**src/design/mcpf_pkg.sv**
```systemverilog
`default_nettype none

package mcpf_pkg;

  localparam int VOLT_WIDTH_DEF = 16;

  localparam int CFG_IDX_W = 2;
  localparam int CFG_DATA_W = 8;
  localparam int MODE_W = 2;
  localparam int SPEED_W = 7;

  localparam logic [CFG_IDX_W-1:0] REG_REAR_ADDR  = 2'd0;
  localparam logic [CFG_IDX_W-1:0] REG_FRONT_ADDR = 2'd1;
  localparam logic [CFG_IDX_W-1:0] REG_MAX_SPEED  = 2'd2;

  localparam logic [7:0] REAR_ADDR_RST  = 8'd128;
  localparam logic [7:0] FRONT_ADDR_RST = 8'd129;
  localparam logic [SPEED_W-1:0] MAX_SPEED_RST = 7'd127;

  localparam logic [MODE_W-1:0] MODE_APPLY = 2'd0;
  localparam logic [MODE_W-1:0] MODE_INIT  = 2'd1;
  localparam logic [MODE_W-1:0] MODE_DONE  = 2'd2;

  localparam logic [7:0] CMD_CH1_FWD = 8'd0;
  localparam logic [7:0] CMD_CH1_REV = 8'd1;
  localparam logic [7:0] CMD_CH2_FWD = 8'd4;
  localparam logic [7:0] CMD_CH2_REV = 8'd5;
  localparam logic [7:0] CMD_TIMEOUT = 8'd14;
  localparam logic [SPEED_W-1:0] TIMEOUT_VALUE = 7'd3;

  localparam int PKT_LEN = 4;
  localparam int NUM_LANES = 4;
  localparam int BURST_MAX = PKT_LEN * NUM_LANES;
  localparam int CNT_W = $clog2(BURST_MAX + 1);

  // magnitudes at or above this saturate the speed at 127
  localparam int SAT_MAG = 3085;
  localparam int MAG_LO_W = 12;

  // round(mag * 127 / 3072) = (254 * mag + 3072) / 6144, split as >> 11 then / 3
  function automatic logic [SPEED_W-1:0] volt_speed(input logic [MAG_LO_W-1:0] mag,
                                                    input logic sat,
                                                    input logic [SPEED_W-1:0] max_spd);
    logic [19:0] x;
    logic [16:0] p;
    logic [SPEED_W-1:0] s;
    x = 20'(mag) * 20'd254 + 20'd3072;
    p = 17'(x[19:11]) * 17'd171;
    s = sat ? 7'd127 : p[15:9];
    return (s > max_spd) ? max_spd : s;
  endfunction

  function automatic logic [7:0] checksum7(input logic [7:0] a, input logic [7:0] b,
                                           input logic [7:0] c);
    logic [9:0] sum;
    sum = 10'(a) + 10'(b) + 10'(c);
    return {1'b0, sum[6:0]};
  endfunction

endpackage

`default_nettype wire

```
**src/design/motor_command_packet_framer_top.sv**
```systemverilog
// Channel  | Signals                      | Contents (lowest bit first)
// s_       | tvalid tready tdata tuser    | tdata: rear_left, rear_right, front_left,
//          |                              | front_right volts; tuser: mode
// m_       | tvalid tready tdata tlast    | tdata: tx_byte; tlast: last_byte
// cfg_     | we index data                | 0 rear_address, 1 front_address, 2 max_speed
//
// One command per cycle enters the input register while s_tready is high; it is
// turned into packet bytes in one pass and loaded into a 16-byte shift register
// behind the output port. An apply burst is 16 bytes, init 8; done, dropped and
// unused commands produce no bytes. The output byte port sets the rate.
// Reset is synchronous: busy clears, config registers return to their reset values.
// Either side may stall at any time; the input register takes the next command
// while the current burst drains.
`default_nettype none

module motor_command_packet_framer_top
  import mcpf_pkg::*;
#(
  parameter int VOLT_WIDTH = VOLT_WIDTH_DEF,
  localparam int IN_W = ((NUM_LANES * VOLT_WIDTH + 7) / 8) * 8
) (
  input  wire logic                  clk,
  input  wire logic                  rst,
  input  wire logic                  s_tvalid,
  output logic                       s_tready,
  input  wire logic [IN_W-1:0]       s_tdata,   // rl, rr, fl, fr volts, zero pad
  input  wire logic [MODE_W-1:0]     s_tuser,   // mode
  output logic                       m_tvalid,
  input  wire logic                  m_tready,
  output logic [7:0]                 m_tdata,   // tx_byte
  output logic                       m_tlast,   // last_byte
  input  wire logic                  cfg_we,
  input  wire logic [CFG_IDX_W-1:0]  cfg_index,
  input  wire logic [CFG_DATA_W-1:0] cfg_data
);

  localparam int MW = (VOLT_WIDTH > MAG_LO_W) ? VOLT_WIDTH : MAG_LO_W;

  logic [7:0] rear_addr;
  logic [7:0] front_addr;
  logic [SPEED_W-1:0] max_speed;
  logic busy;

  logic hold_valid;
  logic [MODE_W-1:0] hold_mode;
  logic [VOLT_WIDTH-1:0] hold_volts [NUM_LANES];

  logic [7:0] bytes [BURST_MAX];
  logic [CNT_W-1:0] remaining;

  logic [7:0] pkt_bytes [BURST_MAX];
  logic produces;
  logic ser_free;
  logic consume;
  logic load;

  assign m_tvalid = (remaining != '0);
  assign m_tdata  = bytes[0];
  assign m_tlast  = (remaining == CNT_W'(1));

  assign produces = ((hold_mode == MODE_APPLY) || (hold_mode == MODE_INIT)) && !busy;
  assign ser_free = (remaining == '0) || ((remaining == CNT_W'(1)) && m_tready);
  assign consume  = hold_valid && (ser_free || !produces);
  assign load     = consume && produces;
  assign s_tready = !hold_valid || consume;

  always_comb begin
    logic [VOLT_WIDTH-1:0] mag;
    logic [MW-1:0] mag_ext;
    logic neg;
    logic [7:0] addr;
    logic [7:0] cmd;
    logic [SPEED_W-1:0] spd;
    mag     = '0;
    mag_ext = '0;
    neg     = 1'b0;
    addr    = '0;
    cmd     = '0;
    spd     = '0;
    for (int i = 0; i < BURST_MAX; i++) begin
      pkt_bytes[i] = '0;
    end
    if (hold_mode == MODE_INIT) begin
      for (int p = 0; p < 2; p++) begin
        addr = (p == 0) ? rear_addr : front_addr;
        spd  = (TIMEOUT_VALUE > max_speed) ? max_speed : TIMEOUT_VALUE;
        pkt_bytes[p*PKT_LEN]     = addr;
        pkt_bytes[p*PKT_LEN + 1] = CMD_TIMEOUT;
        pkt_bytes[p*PKT_LEN + 2] = {1'b0, spd};
        pkt_bytes[p*PKT_LEN + 3] = checksum7(addr, CMD_TIMEOUT, {1'b0, spd});
      end
    end else begin
      for (int p = 0; p < NUM_LANES; p++) begin
        neg     = hold_volts[p][VOLT_WIDTH-1];
        mag     = neg ? (~hold_volts[p] + VOLT_WIDTH'(1)) : hold_volts[p];
        mag_ext = MW'(mag);
        spd     = volt_speed(mag_ext[MAG_LO_W-1:0], (mag_ext >= MW'(SAT_MAG)), max_speed);
        addr    = (p < 2) ? rear_addr : front_addr;
        if (p % 2 == 1) begin
          cmd = neg ? CMD_CH2_REV : CMD_CH2_FWD;
        end else begin
          cmd = neg ? CMD_CH1_REV : CMD_CH1_FWD;
        end
        pkt_bytes[p*PKT_LEN]     = addr;
        pkt_bytes[p*PKT_LEN + 1] = cmd;
        pkt_bytes[p*PKT_LEN + 2] = {1'b0, spd};
        pkt_bytes[p*PKT_LEN + 3] = checksum7(addr, cmd, {1'b0, spd});
      end
    end
  end

  always_ff @(posedge clk) begin
    if (rst) begin
      rear_addr  <= REAR_ADDR_RST;
      front_addr <= FRONT_ADDR_RST;
      max_speed  <= MAX_SPEED_RST;
      busy       <= 1'b0;
      hold_valid <= 1'b0;
      remaining  <= '0;
    end else begin
      if (cfg_we) begin
        case (cfg_index)
          REG_REAR_ADDR:  rear_addr  <= cfg_data;
          REG_FRONT_ADDR: front_addr <= cfg_data;
          REG_MAX_SPEED:  max_speed  <= cfg_data[SPEED_W-1:0];
          default: ;
        endcase
      end

      if (s_tvalid && s_tready) begin
        hold_valid <= 1'b1;
      end else if (consume) begin
        hold_valid <= 1'b0;
      end

      if (consume) begin
        if (hold_mode == MODE_DONE) begin
          busy <= 1'b0;
        end else if (produces) begin
          busy <= 1'b1;
        end
      end

      if (load) begin
        remaining <= (hold_mode == MODE_INIT) ? CNT_W'(2 * PKT_LEN) : CNT_W'(BURST_MAX);
      end else if (m_tvalid && m_tready) begin
        remaining <= remaining - CNT_W'(1);
      end
    end
  end

  always_ff @(posedge clk) begin
    if (s_tvalid && s_tready) begin
      hold_mode <= s_tuser;
      for (int i = 0; i < NUM_LANES; i++) begin
        hold_volts[i] <= s_tdata[i*VOLT_WIDTH +: VOLT_WIDTH];
      end
    end

    if (load) begin
      for (int i = 0; i < BURST_MAX; i++) begin
        bytes[i] <= pkt_bytes[i];
      end
    end else if (m_tvalid && m_tready) begin
      for (int i = 0; i < BURST_MAX - 1; i++) begin
        bytes[i] <= bytes[i+1];
      end
      bytes[BURST_MAX-1] <= '0;
    end
  end

endmodule

`default_nettype wire

```
**config.mk**
```make
export PLATFORM = sky130hd
export DESIGN_NAME = motor_command_packet_framer_top
export DESIGN_NICKNAME = d
export VERILOG_FILES = /design/src/design/mcpf_pkg.sv /design/src/design/motor_command_packet_framer_top.sv
export SDC_FILE = /design/constraint.sdc
export NUM_CORES = 1
export LEC_CHECK = 0
export ABC_CLOCK_PERIOD_IN_PS = 17500
export BUFFER_PORTS_ARGS = -buffer_cell sky130_fd_sc_hd__buf_4
export CAP_MARGIN = 20
export CORE_ASPECT_RATIO = 1.4
export CORE_MARGIN = 5
export CORE_UTILIZATION = 48
export DETAILED_ROUTE_END_ITERATION = 12
export GPL_TIMING_DRIVEN = 1
export PLACE_DENSITY_LB_ADDON = 0.2
export SETUP_SLACK_MARGIN = 0.05
export SYNTH_ARGS = -nofsm -noshare
export SYNTH_HDL_FRONTEND = slang
export SYNTH_SLANG_ARGS = --single-unit
```
**constraint.sdc**
```tcl
create_clock -name clk -period 17.5 [get_ports clk]
set_input_delay 3.5 -clock clk [delete_from_list [all_inputs] [get_ports clk]]
set_output_delay 3.5 -clock clk [all_outputs]
set_load 0.1 [all_outputs]
```
==> impl_metrics.csv, run 1 <==
group,metric,value,unit
timing,fin_skew,11.5,ps
setup_path,cp_common_cell,"inv_1",
cells_and_area,synthToLayoutAreaGrowth,9.17,%
route,post_drt_wl_per_cell,16.5,um
cells_and_area,final_cell_area,0.0281,mm^2
setup_path,cp_slowest_cell,"a2111oi_0",
timing,fmax,0.0688,GHz
cts,clk_pin_slew,60,ps
timing,relSlewSlack,20.4,%
floorplanning,start_util,48.5,%
route,drtIter0Drc,778,
cts,cts_tree,"done",
setup_path,crit_type,"flip-flop to flip-flop",
flow_run,drv_cap,0,
synthesis,syn_area_per_cell,9.79,um^2
setup_path,cp_max_fo,7,
cts,clock_path_buffers,3,
grt,grt_first_pass_wirelength,94800,um
route,vias,18300,
cts,clock-sinks,221,
floorplanning,dieArea,0.0585,mm^2
setup_path,crit_family,"adder cells",
floorplanning,die_width,206,um
placement,gp_congestion,0.906,
setup_path,endpoint_kind,"flip-flop",
synthesis,yosys.area.top_type,"edfxtp_1",
floorplanning,die_h,284,um
synthesis,async_flop_share,0,%
timing,hold_viol,0,
grt,grt_usage,19.6,%
timing,rsz0062_at_grt,"false",
status,outcome,"finished, final reports clean",
placement,port_buffers,91,
synthesis,synth-edff-count,191,
cts,clk_latency,540,ps
synthesis,synthFlopType,"edfxtp_1",
grt,grt_overflow,0,
cts,cts_buffers,26,
placement,placed_area,0.0273,mm^2
placement,hpwl,46800,um
timing,worst_pin_slew,1190,ps
timing,hold_ws,490,ps
timing,finalMaxSlewViolations,0,
cts,cts_resized,0,
grt,antenna_found_initial,2,
synthesis,synth_most_common_cell,"inv_1",
synthesis,syn-instance-count,2632,
setup_path,crit_required,17770,ps
min_path,holdCritPathClass,"flip-flop to flip-flop",
timing,finalSetupViolations,0,
synthesis,synth.area.top_cells,"edfxtp_1 22%, ha_1 22%, fa_1 16%, inv_1 7.2%, xnor2_1 4.3%",
synthesis,yosysSeqAreaShare,24.6,%
setup_path,worstPathArrival,14790,ps
cts,cts-root-buf,"clkbuf_16",
floorplanning,num_rows,100,
synthesis,ys_ff_latch,221,
synthesis,netlist_area,0.0258,mm^2
synthesis,synthTopCellsByCount,"492 x inv_1, 443 x ha_1, 204 x fa_1",
route,drt-total-wl,56800,um
timing,post-route-period-util,83.0,%
setup_path,slowest_delay,610,ps
route,viasPerCell,5.31,
route,drt_pre_antenna_iters,5,
cells_and_area,drive_above_1_share,7.34,%
grt,grt_start_max_net_pins,87,
floorplanning,pin_count,92,
cts,htreeDepth,1,
cts,hold_buffers,0,
grt,grt_pass1_vias,19600,
route,drc,0,
synthesis,synth.top_cell.area_share,22.3,%
synthesis,yosys_warnings,0,
timing,setup_tns,0,ps
synthesis,synth.distinct_cells,88,
floorplanning,core_area,0.0532,mm^2
route,ant_nets,0,
setup_path,cp_num_buf_inv,11,
timing,period_needed,14530,ps
cells_and_area,nets,3446,
setup_path,critPathLaunchType,"flip-flop",
cts,cts_setup_buffers,0,
per-stage QoR:
stage,util [%],setup slack [ps],cells
6_report,52.9,2970,3452
5_1_grt,52.9,2000,3452
2_1_floorplan,-,4420,2638
3_3_place_gp,51.3,3230,3403
3_5_place_dp,51.3,3030,3403
4_1_cts,52.9,2930,3450
sequential cells by signal (all words and copies together) (netlist names):
signal / flops
max_speed: 7
remaining: 5
rear_addr: 8
bytes: 125
busy: 1
hold_valid: 1
hold_volts: 64
front_addr: 8
hold_mode: 2
routing by layer:
metal	wire length, um	track usage (%)	up-vias	part of all wire (%)
met5	13	0	-	0.023
met4	2120	6.32	2	3.7
met3	1960	2.17	109	3.5
met2	31200	38.4	321	55
met1	21500	21.8	8861	38
li1	-	-	9030	-
final cells by class:
cell class                      instances  area (um^2)
Timing Repair Buffer                  102          766
Antenna cell                            1         2.50
Tap cell                              714          893
Clock inverter                         13          118
Fill cell                            4789        25000
Inverter                              493         1850
Clock buffer                           34          737
Sequential cell                       221         6340
Multi-Input combinational cell       1874        17400
final timing paths:
check / start / end / slack (ps) / cells past startpoint
worst max register to register: hold_volts[2][0]$_DFFE_PP_ / bytes[11][6]$_DFFE_PP_ / 2970 / 59
worst min register to register: remaining[4]$_SDFFE_PP0P_ / remaining[4]$_SDFFE_PP0P_ / 490 / 2
worst min-delay path: remaining[4]$_SDFFE_PP0P_ / remaining[4]$_SDFFE_PP0P_ / 490 / 2
worst max-delay path: hold_volts[2][0]$_DFFE_PP_ / bytes[11][6]$_DFFE_PP_ / 2970 / 59
tightest hold or removal path, delay by kind of cell (launching register included):
| kind | cells | cell delay (ps) |
|---|---|---|
| DFF | 1 | 330 |
| and+or+nand+nor | 1 | 60 |
| AOI/OAI and AO/OA | 1 | 60 |
logic make-up (layout without fill, tap and decap cells):
group	after synthesis	count (layout)	share of synthesized area, %
fa+ha+maj	648	648	37.4
buf+inv	543	642	7.97
simple gates	540	540	10.1
compound gates	439	439	11.1
flops	221	221	24.6
xor+xnor	195	195	6.96
mux	44	44	1.80
other cells	2	9	0.0291
cells in the final DEF (no fill, tap or decap), drive strengths merged, types with 62 or more instances in the layout:
master and count:
inv 494, ha 443, fa 204, edfxtp 191
nand2 169, nor2 135, xnor2 128, o21ai 114
a21oi 111, buf 101, xor2 62
Power of run 1 is left out: the tool's default activity adds up to more than one toggle a clock period on the data nets, which glitch-free logic cannot reach.
==> run 2, diff against run 1 <==
--- a/config.mk
+++ b/config.mk
@@ -5,7 +5,7 @@
 export SDC_FILE = /design/constraint.sdc
 export NUM_CORES = 1
 export LEC_CHECK = 0
-export ABC_CLOCK_PERIOD_IN_PS = 17500
+export ABC_CLOCK_PERIOD_IN_PS = 14000
 export BUFFER_PORTS_ARGS = -buffer_cell sky130_fd_sc_hd__buf_4
 export CAP_MARGIN = 20
 export CORE_ASPECT_RATIO = 1.4
==> constraint.sdc (replaced) <==
create_clock -name clk -period 14 [get_ports clk]
set_input_delay 2.8 -clock clk [delete_from_list [all_inputs] [get_ports clk]]
set_output_delay 2.8 -clock clk [all_outputs]
set_load 0.1 [all_outputs]
==> run 2 against run 1 <==
Final area rose by 2.7%. Die area unchanged. Utilization increased by 1.4 points. Worst hold slack got worse by 5.1 ps. Setup slack got worse by 2300 ps. Maximum frequency up 9.4%.
==> impl_metrics.csv, run 2 (synthesis gave the netlist of run 1 again) <==
group,metric,value,unit
placement,port_buffers,91,
min_path,holdCritPathClass,"flip-flop to flip-flop",
grt,grt_first_pass_wirelength,93500,um
floorplanning,die_width,206,um
flow_run,drv_cap,0,
cts,htreeDepth,1,
setup_path,cp_max_fo,7,
timing,setup_tns,0,ps
cts,clk_pin_slew,60,ps
setup_path,critPathCapture,"bytes[7][6]$_DFFE_PP_",
setup_path,slowest_delay,530,ps
grt,grt_overflow,0,
cts,clock-sinks,221,
setup_path,cp_common_cell,"ha_1",
floorplanning,die_h,284,um
timing,hold_viol,0,
floorplanning,core_area,0.0532,mm^2
cts,cts-root-buf,"clkbuf_16",
route,drt_pre_antenna_iters,5,
setup_path,worstPathArrival,13550,ps
status,outcome,"finished, final reports clean",
cells_and_area,multi_input_area,0.0178,mm^2
cells_and_area,reg_top3,"bytes (125), hold_volts (64)",
timing,rsz0062_at_grt,"true",
cells_and_area,regArea,0.00634,mm^2
route,post_drt_wl_per_cell,16.0,um
cts,cts_tree,"done",
grt,grt_pass1_vias,19600,
route,viasPerCell,5.24,
floorplanning,num_rows,100,
timing,fin_skew,15.4,ps
route,ant_nets,0,
setup_path,r2r_end,"bytes[7][6]$_DFFE_PP_",
cells_and_area,drive_above_1_share,11.6,%
setup_path,crit_required,14270,ps
cts,clk_latency,540,ps
timing,post-route-period-util,94.8,%
grt,grt_usage,19.3,%
timing,period_needed,13280,ps
setup_path,cp_slowest_cell,"fa_1",
setup_path,r2r_slack,720,ps
route,drt-total-wl,56400,um
grt,antenna_found_initial,1,
timing,fmax,0.0753,GHz
setup_path,endpoint_kind,"flip-flop",
timing,finalMaxSlewViolations,0,
setup_path,crit_type,"flip-flop to flip-flop",
cells_and_area,synthToLayoutAreaGrowth,12.1,%
route,vias,18400,
cells_and_area,mostFrequentLayoutCells,"488 x inv_1, 440 x ha_1, 203 x fa_1",
timing,relSlewSlack,26.7,%
cells_and_area,mostFrequentLayoutCell,"inv_1",
cells_and_area,nets,3512,
cells_and_area,top_register,"bytes",
floorplanning,pin_count,92,
cts,clock_path_buffers,3,
placement,gp_congestion,0.899,
cells_and_area,largest_register_ffs,125,
cells_and_area,post-route-util,54.4,%
cts,cts_buffers,25,
cells_and_area,fillers,4723,
placement,hpwl,46000,um
timing,worst_pin_slew,1100,ps
setup_path,reg2reg_depth,60,
route,drc,0,
timing,finalSetupViolations,0,
route,drtIter0Drc,692,
setup_path,critPathLaunchType,"flip-flop",
setup_path,r2r_start,"hold_volts[1][4]$_DFFE_PP_",
grt,grt_start_max_net_pins,87,
floorplanning,dieArea,0.0585,mm^2
floorplanning,start_util,48.5,%
setup_path,crit_path_start,"hold_volts[1][4]$_DFFE_PP_",
run 2: cell types whose count changed in the layout (fill, tap and decap cells not counted), moves of 8 or more:
cell / before / now
clkinv_1: 4 / 12
xor2_2: 0 / 9
a21oi_1: 109 / 101
xor2_1: 62 / 53
o21ai_0: 103 / 95
buf_4: 101 / 169
run 2: area by class of cell:
cell class	count	share of cell area (%)
diodes	1	0.00866
multi-input cells	1874	61.7
clock buffers	28	2.20
inverters	493	6.40
clock inverters	18	0.320
flip-flops and latches	221	21.9
well taps	714	3.09
repair buffers	169	4.39
run 2: how the worst min path moves through the flow:
stage	from	end	slack (ps)	depth (start not counted)
global route	remaining[4]$_SDFFE_PP0P_	remaining[4]$_SDFFE_PP0P_	520	2
CTS	remaining[4]$_SDFFE_PP0P_	remaining[4]$_SDFFE_PP0P_	490	2
global placement	remaining[4]$_SDFFE_PP0P_	remaining[4]$_SDFFE_PP0P_	470	2
floorplan	remaining[4]$_SDFFE_PP0P_	remaining[4]$_SDFFE_PP0P_	450	2
detailed placement	remaining[4]$_SDFFE_PP0P_	remaining[4]$_SDFFE_PP0P_	480	2
finish	remaining[4]$_SDFFE_PP0P_	remaining[4]$_SDFFE_PP0P_	480	2
run 2: what timing repair did:
| item | 4_1_cts | 5_1_grt |
|---|---|---|
| setup buffers | 0 | 23 |
| gates resized for setup | 3 | 81 |
| pin swaps | 0 | 16 |
| setup endpoints to repair | 2 | 18 |
| hold buffers | 0 | 0 |
run 2: critical path, delay by kind of cell (launching register included):
| family | cells | cell delay [ps] |
|---|---|---|
| AO/OA/AOI/OAI | 23 | 3670 |
| XOR/XNOR | 4 | 590 |
| adder cells (fa/ha/maj) | 13 | 4580 |
| buffers and inverters | 6 | 420 |
| flip-flops | 1 | 430 |
| multiplexers | 1 | 290 |
| AND/OR/NAND/NOR | 13 | 3050 |
run 2: stage by stage:
stage               setup WS (ps)  hold slack (ps)  cell area, um^2  instances
finish                        722              485            28900       3518
floorplan                     920              450            25800       2638
global placement              285              470            27600       3448
global route                 -120              515            28900       3518
detailed placement          -50.0              478            27600       3448
CTS                          95.3              491            28400       3494
run 2: metal layers:
| metal | share of wire (%) | vias up | global-route usage, % | wire [um] |
|---|---|---|---|---|
| met3 | 2.5 | 103 | 1.69 | 1430 |
| met4 | 3.0 | 0 | 4.99 | 1690 |
| li1 | - | 9156 | - | - |
| met2 | 56 | 253 | 38.5 | 31400 |
| met5 | 0 | - | 0 | 0 |
| met1 | 39 | 8915 | 21.4 | 21900 |
Power of run 2 is left out for the same reason.
==> run 3, diff against run 2 <==
--- a/config.mk
+++ b/config.mk
@@ -5,7 +5,7 @@
 export SDC_FILE = /design/constraint.sdc
 export NUM_CORES = 1
 export LEC_CHECK = 0
-export ABC_CLOCK_PERIOD_IN_PS = 14000
+export ABC_CLOCK_PERIOD_IN_PS = 16100
 export BUFFER_PORTS_ARGS = -buffer_cell sky130_fd_sc_hd__buf_4
 export CAP_MARGIN = 20
 export CORE_ASPECT_RATIO = 1.4
==> constraint.sdc (replaced) <==
create_clock -name clk -period 16.1 [get_ports clk]
set_input_delay 3.22 -clock clk [delete_from_list [all_inputs] [get_ports clk]]
set_output_delay 3.22 -clock clk [all_outputs]
set_load 0.1 [all_outputs]
==> run 3 against run 2 <==
Final cell count is 1.9% lower. Flip-flop and latch count is the same. Count of clock-buffer cells in the layout rose by 3. Critical path type unchanged. Sequential share of layout area grew 0.56 points. Utilization shrank 1.4 points. Register-to-register slack improved by 940 ps. Non-clock buffer count decreased by 68. Setup slack better by 940 ps.
==> impl_metrics.csv, run 3 (synthesis gave the netlist of run 1 again) <==
group,metric,value,unit
setup_path,crit_required,16400,ps
cts,cts_setup_buffers,0,
timing,period_needed,14440,ps
placement,hpwl,46600,um
setup_path,reg2reg_depth,58,
timing,setup_tns,0,ps
setup_path,critPathLaunchType,"flip-flop",
cts,clock_path_buffers,3,
timing,fin_skew,38.2,ps
route,drtIter0Drc,735,
cells_and_area,reg_top3,"bytes (125), hold_volts (64)",
route,viasPerCell,5.31,
grt,antenna_found_initial,1,
cells_and_area,synthToLayoutAreaGrowth,9.33,%
setup_path,slowest_delay,610,ps
floorplanning,dieArea,0.0585,mm^2
route,drc,0,
floorplanning,num_rows,100,
route,drt-total-wl,56900,um
grt,grt_first_pass_wirelength,94900,um
setup_path,r2r_start,"hold_volts[2][0]$_DFFE_PP_",
min_path,worstHoldStart,"remaining[4]$_SDFFE_PP0P_",
route,post_drt_wl_per_cell,16.5,um
timing,layout_setup_ws,1660,ps
timing,worst_pin_slew,1100,ps
placement,gp_congestion,0.906,
setup_path,crit_path_start,"hold_volts[2][0]$_DFFE_PP_",
timing,hold_viol,0,
floorplanning,pin_count,92,
setup_path,r2r_end,"bytes[11][6]$_DFFE_PP_",
route,ant_nets,0,
cells_and_area,largest_register_ffs,125,
floorplanning,start_util,48.5,%
min_path,holdCritPathClass,"flip-flop to flip-flop",
timing,rsz0062_at_grt,"false",
placement,port_buffers,91,
cells_and_area,nets,3445,
floorplanning,die_h,284,um
grt,grt_start_max_net_pins,87,
cells_and_area,mostFrequentLayoutCells,"492 x inv_1, 443 x ha_1, 204 x fa_1",
cts,clock-sinks,221,
setup_path,cp_num_buf_inv,10,
setup_path,cp_slowest_cell,"a2111oi_0",
cts,cts-root-buf,"clkbuf_16",
timing,fmax,0.0693,GHz
setup_path,crit_family,"adder cells",
cts,cts_tree,"done",
floorplanning,core_area,0.0532,mm^2
setup_path,crit_type,"flip-flop to flip-flop",
cts,cts_buffers,26,
cts,clk_pin_slew,70,ps
grt,grt_usage,19.7,%
cells_and_area,drive_above_1_share,7.38,%
min_path,hold_depth,2,
placement,dp_slack,1670,ps
cts,clk_latency,570,ps
setup_path,cp_common_cell,"inv_1",
cts,hold_buffers,0,
route,drt_pre_antenna_iters,5,
min_path,hold-path-endpoint,"remaining[4]$_SDFFE_PP0P_",
floorplanning,die_width,206,um
grt,grt_overflow,0,
timing,relSlewSlack,26.6,%
cts,cts_resized,0,
cts,htreeDepth,1,
grt,grt_pass1_vias,19600,
setup_path,r2r_slack,1660,ps
setup_path,cp_max_fo,7,
timing,finalMaxSlewViolations,0,
flow_run,drv_cap,0,
route,vias,18300,
timing,post-route-period-util,89.7,%
timing,finalSetupViolations,0,
setup_path,worstPathArrival,14730,ps
cells_and_area,top_register,"bytes",
cells_and_area,mostFrequentLayoutCell,"inv_1",
setup_path,endpoint_kind,"flip-flop",
status,outcome,"finished, final reports clean",
==> run 3: cell count changes in the layout (fill, tap and decap cells not counted), sizes merged <==
cell / previous run / this run
clkinv: 15 / 10
bufinv: 0 / 4
buf: 169 / 101
clkbuf: 28 / 31
==> run 3: final cells by class <==
type                            instances  area (um^2)
Antenna cell                            1         2.50
Tap cell                              714          893
Timing Repair Buffer                  101          758
Sequential cell                       221         6340
Clock buffer                           31          679
Fill cell                            4758        25000
Clock inverter                         17          223
Multi-Input combinational cell       1874        17400
Inverter                              493         1850
==> run 3: how the worst max path moves through the flow <==
stage	to	cells after the start
3_5_place_dp	bytes[11][6]$_DFFE_PP_	58
4_1_cts	bytes[7][6]$_DFFE_PP_	58
5_1_grt	bytes[7][6]$_DFFE_PP_	59
6_report	bytes[11][6]$_DFFE_PP_	58
3_3_place_gp	bytes[7][6]$_DFFE_PP_	58
2_1_floorplan	bytes[11][6]$_DFFE_PP_	60
==> run 3: layer usage <==
metal  global-route usage, %  part of all wire, %  up-vias
met1                    21.9                   38     8869
met4                    6.47                  3.5        0
met5                       0                    0        -
met3                    2.04                  3.3      105
li1                        -                    -     9021
met2                    38.4                   55      331
==> run 3: metrics by stage <==
step	hold WS (ps)	cells	util [%]	area (um^2)
CTS	480	3451	53.0	28200
global placement	467	3403	51.3	27300
global route	519	3452	53.0	28200
finish	480	3452	53.0	28200
detailed placement	471	3403	51.3	27300
floorplan	450	2638	-	25800
==> run 3: worst min-delay path, cell delays in order, from the launching register on <==
cell and delay [ps]:
dfxtp_1 320, nand2_1 60, a21oi_1 50
Power of run 3 is left out for the same reason.
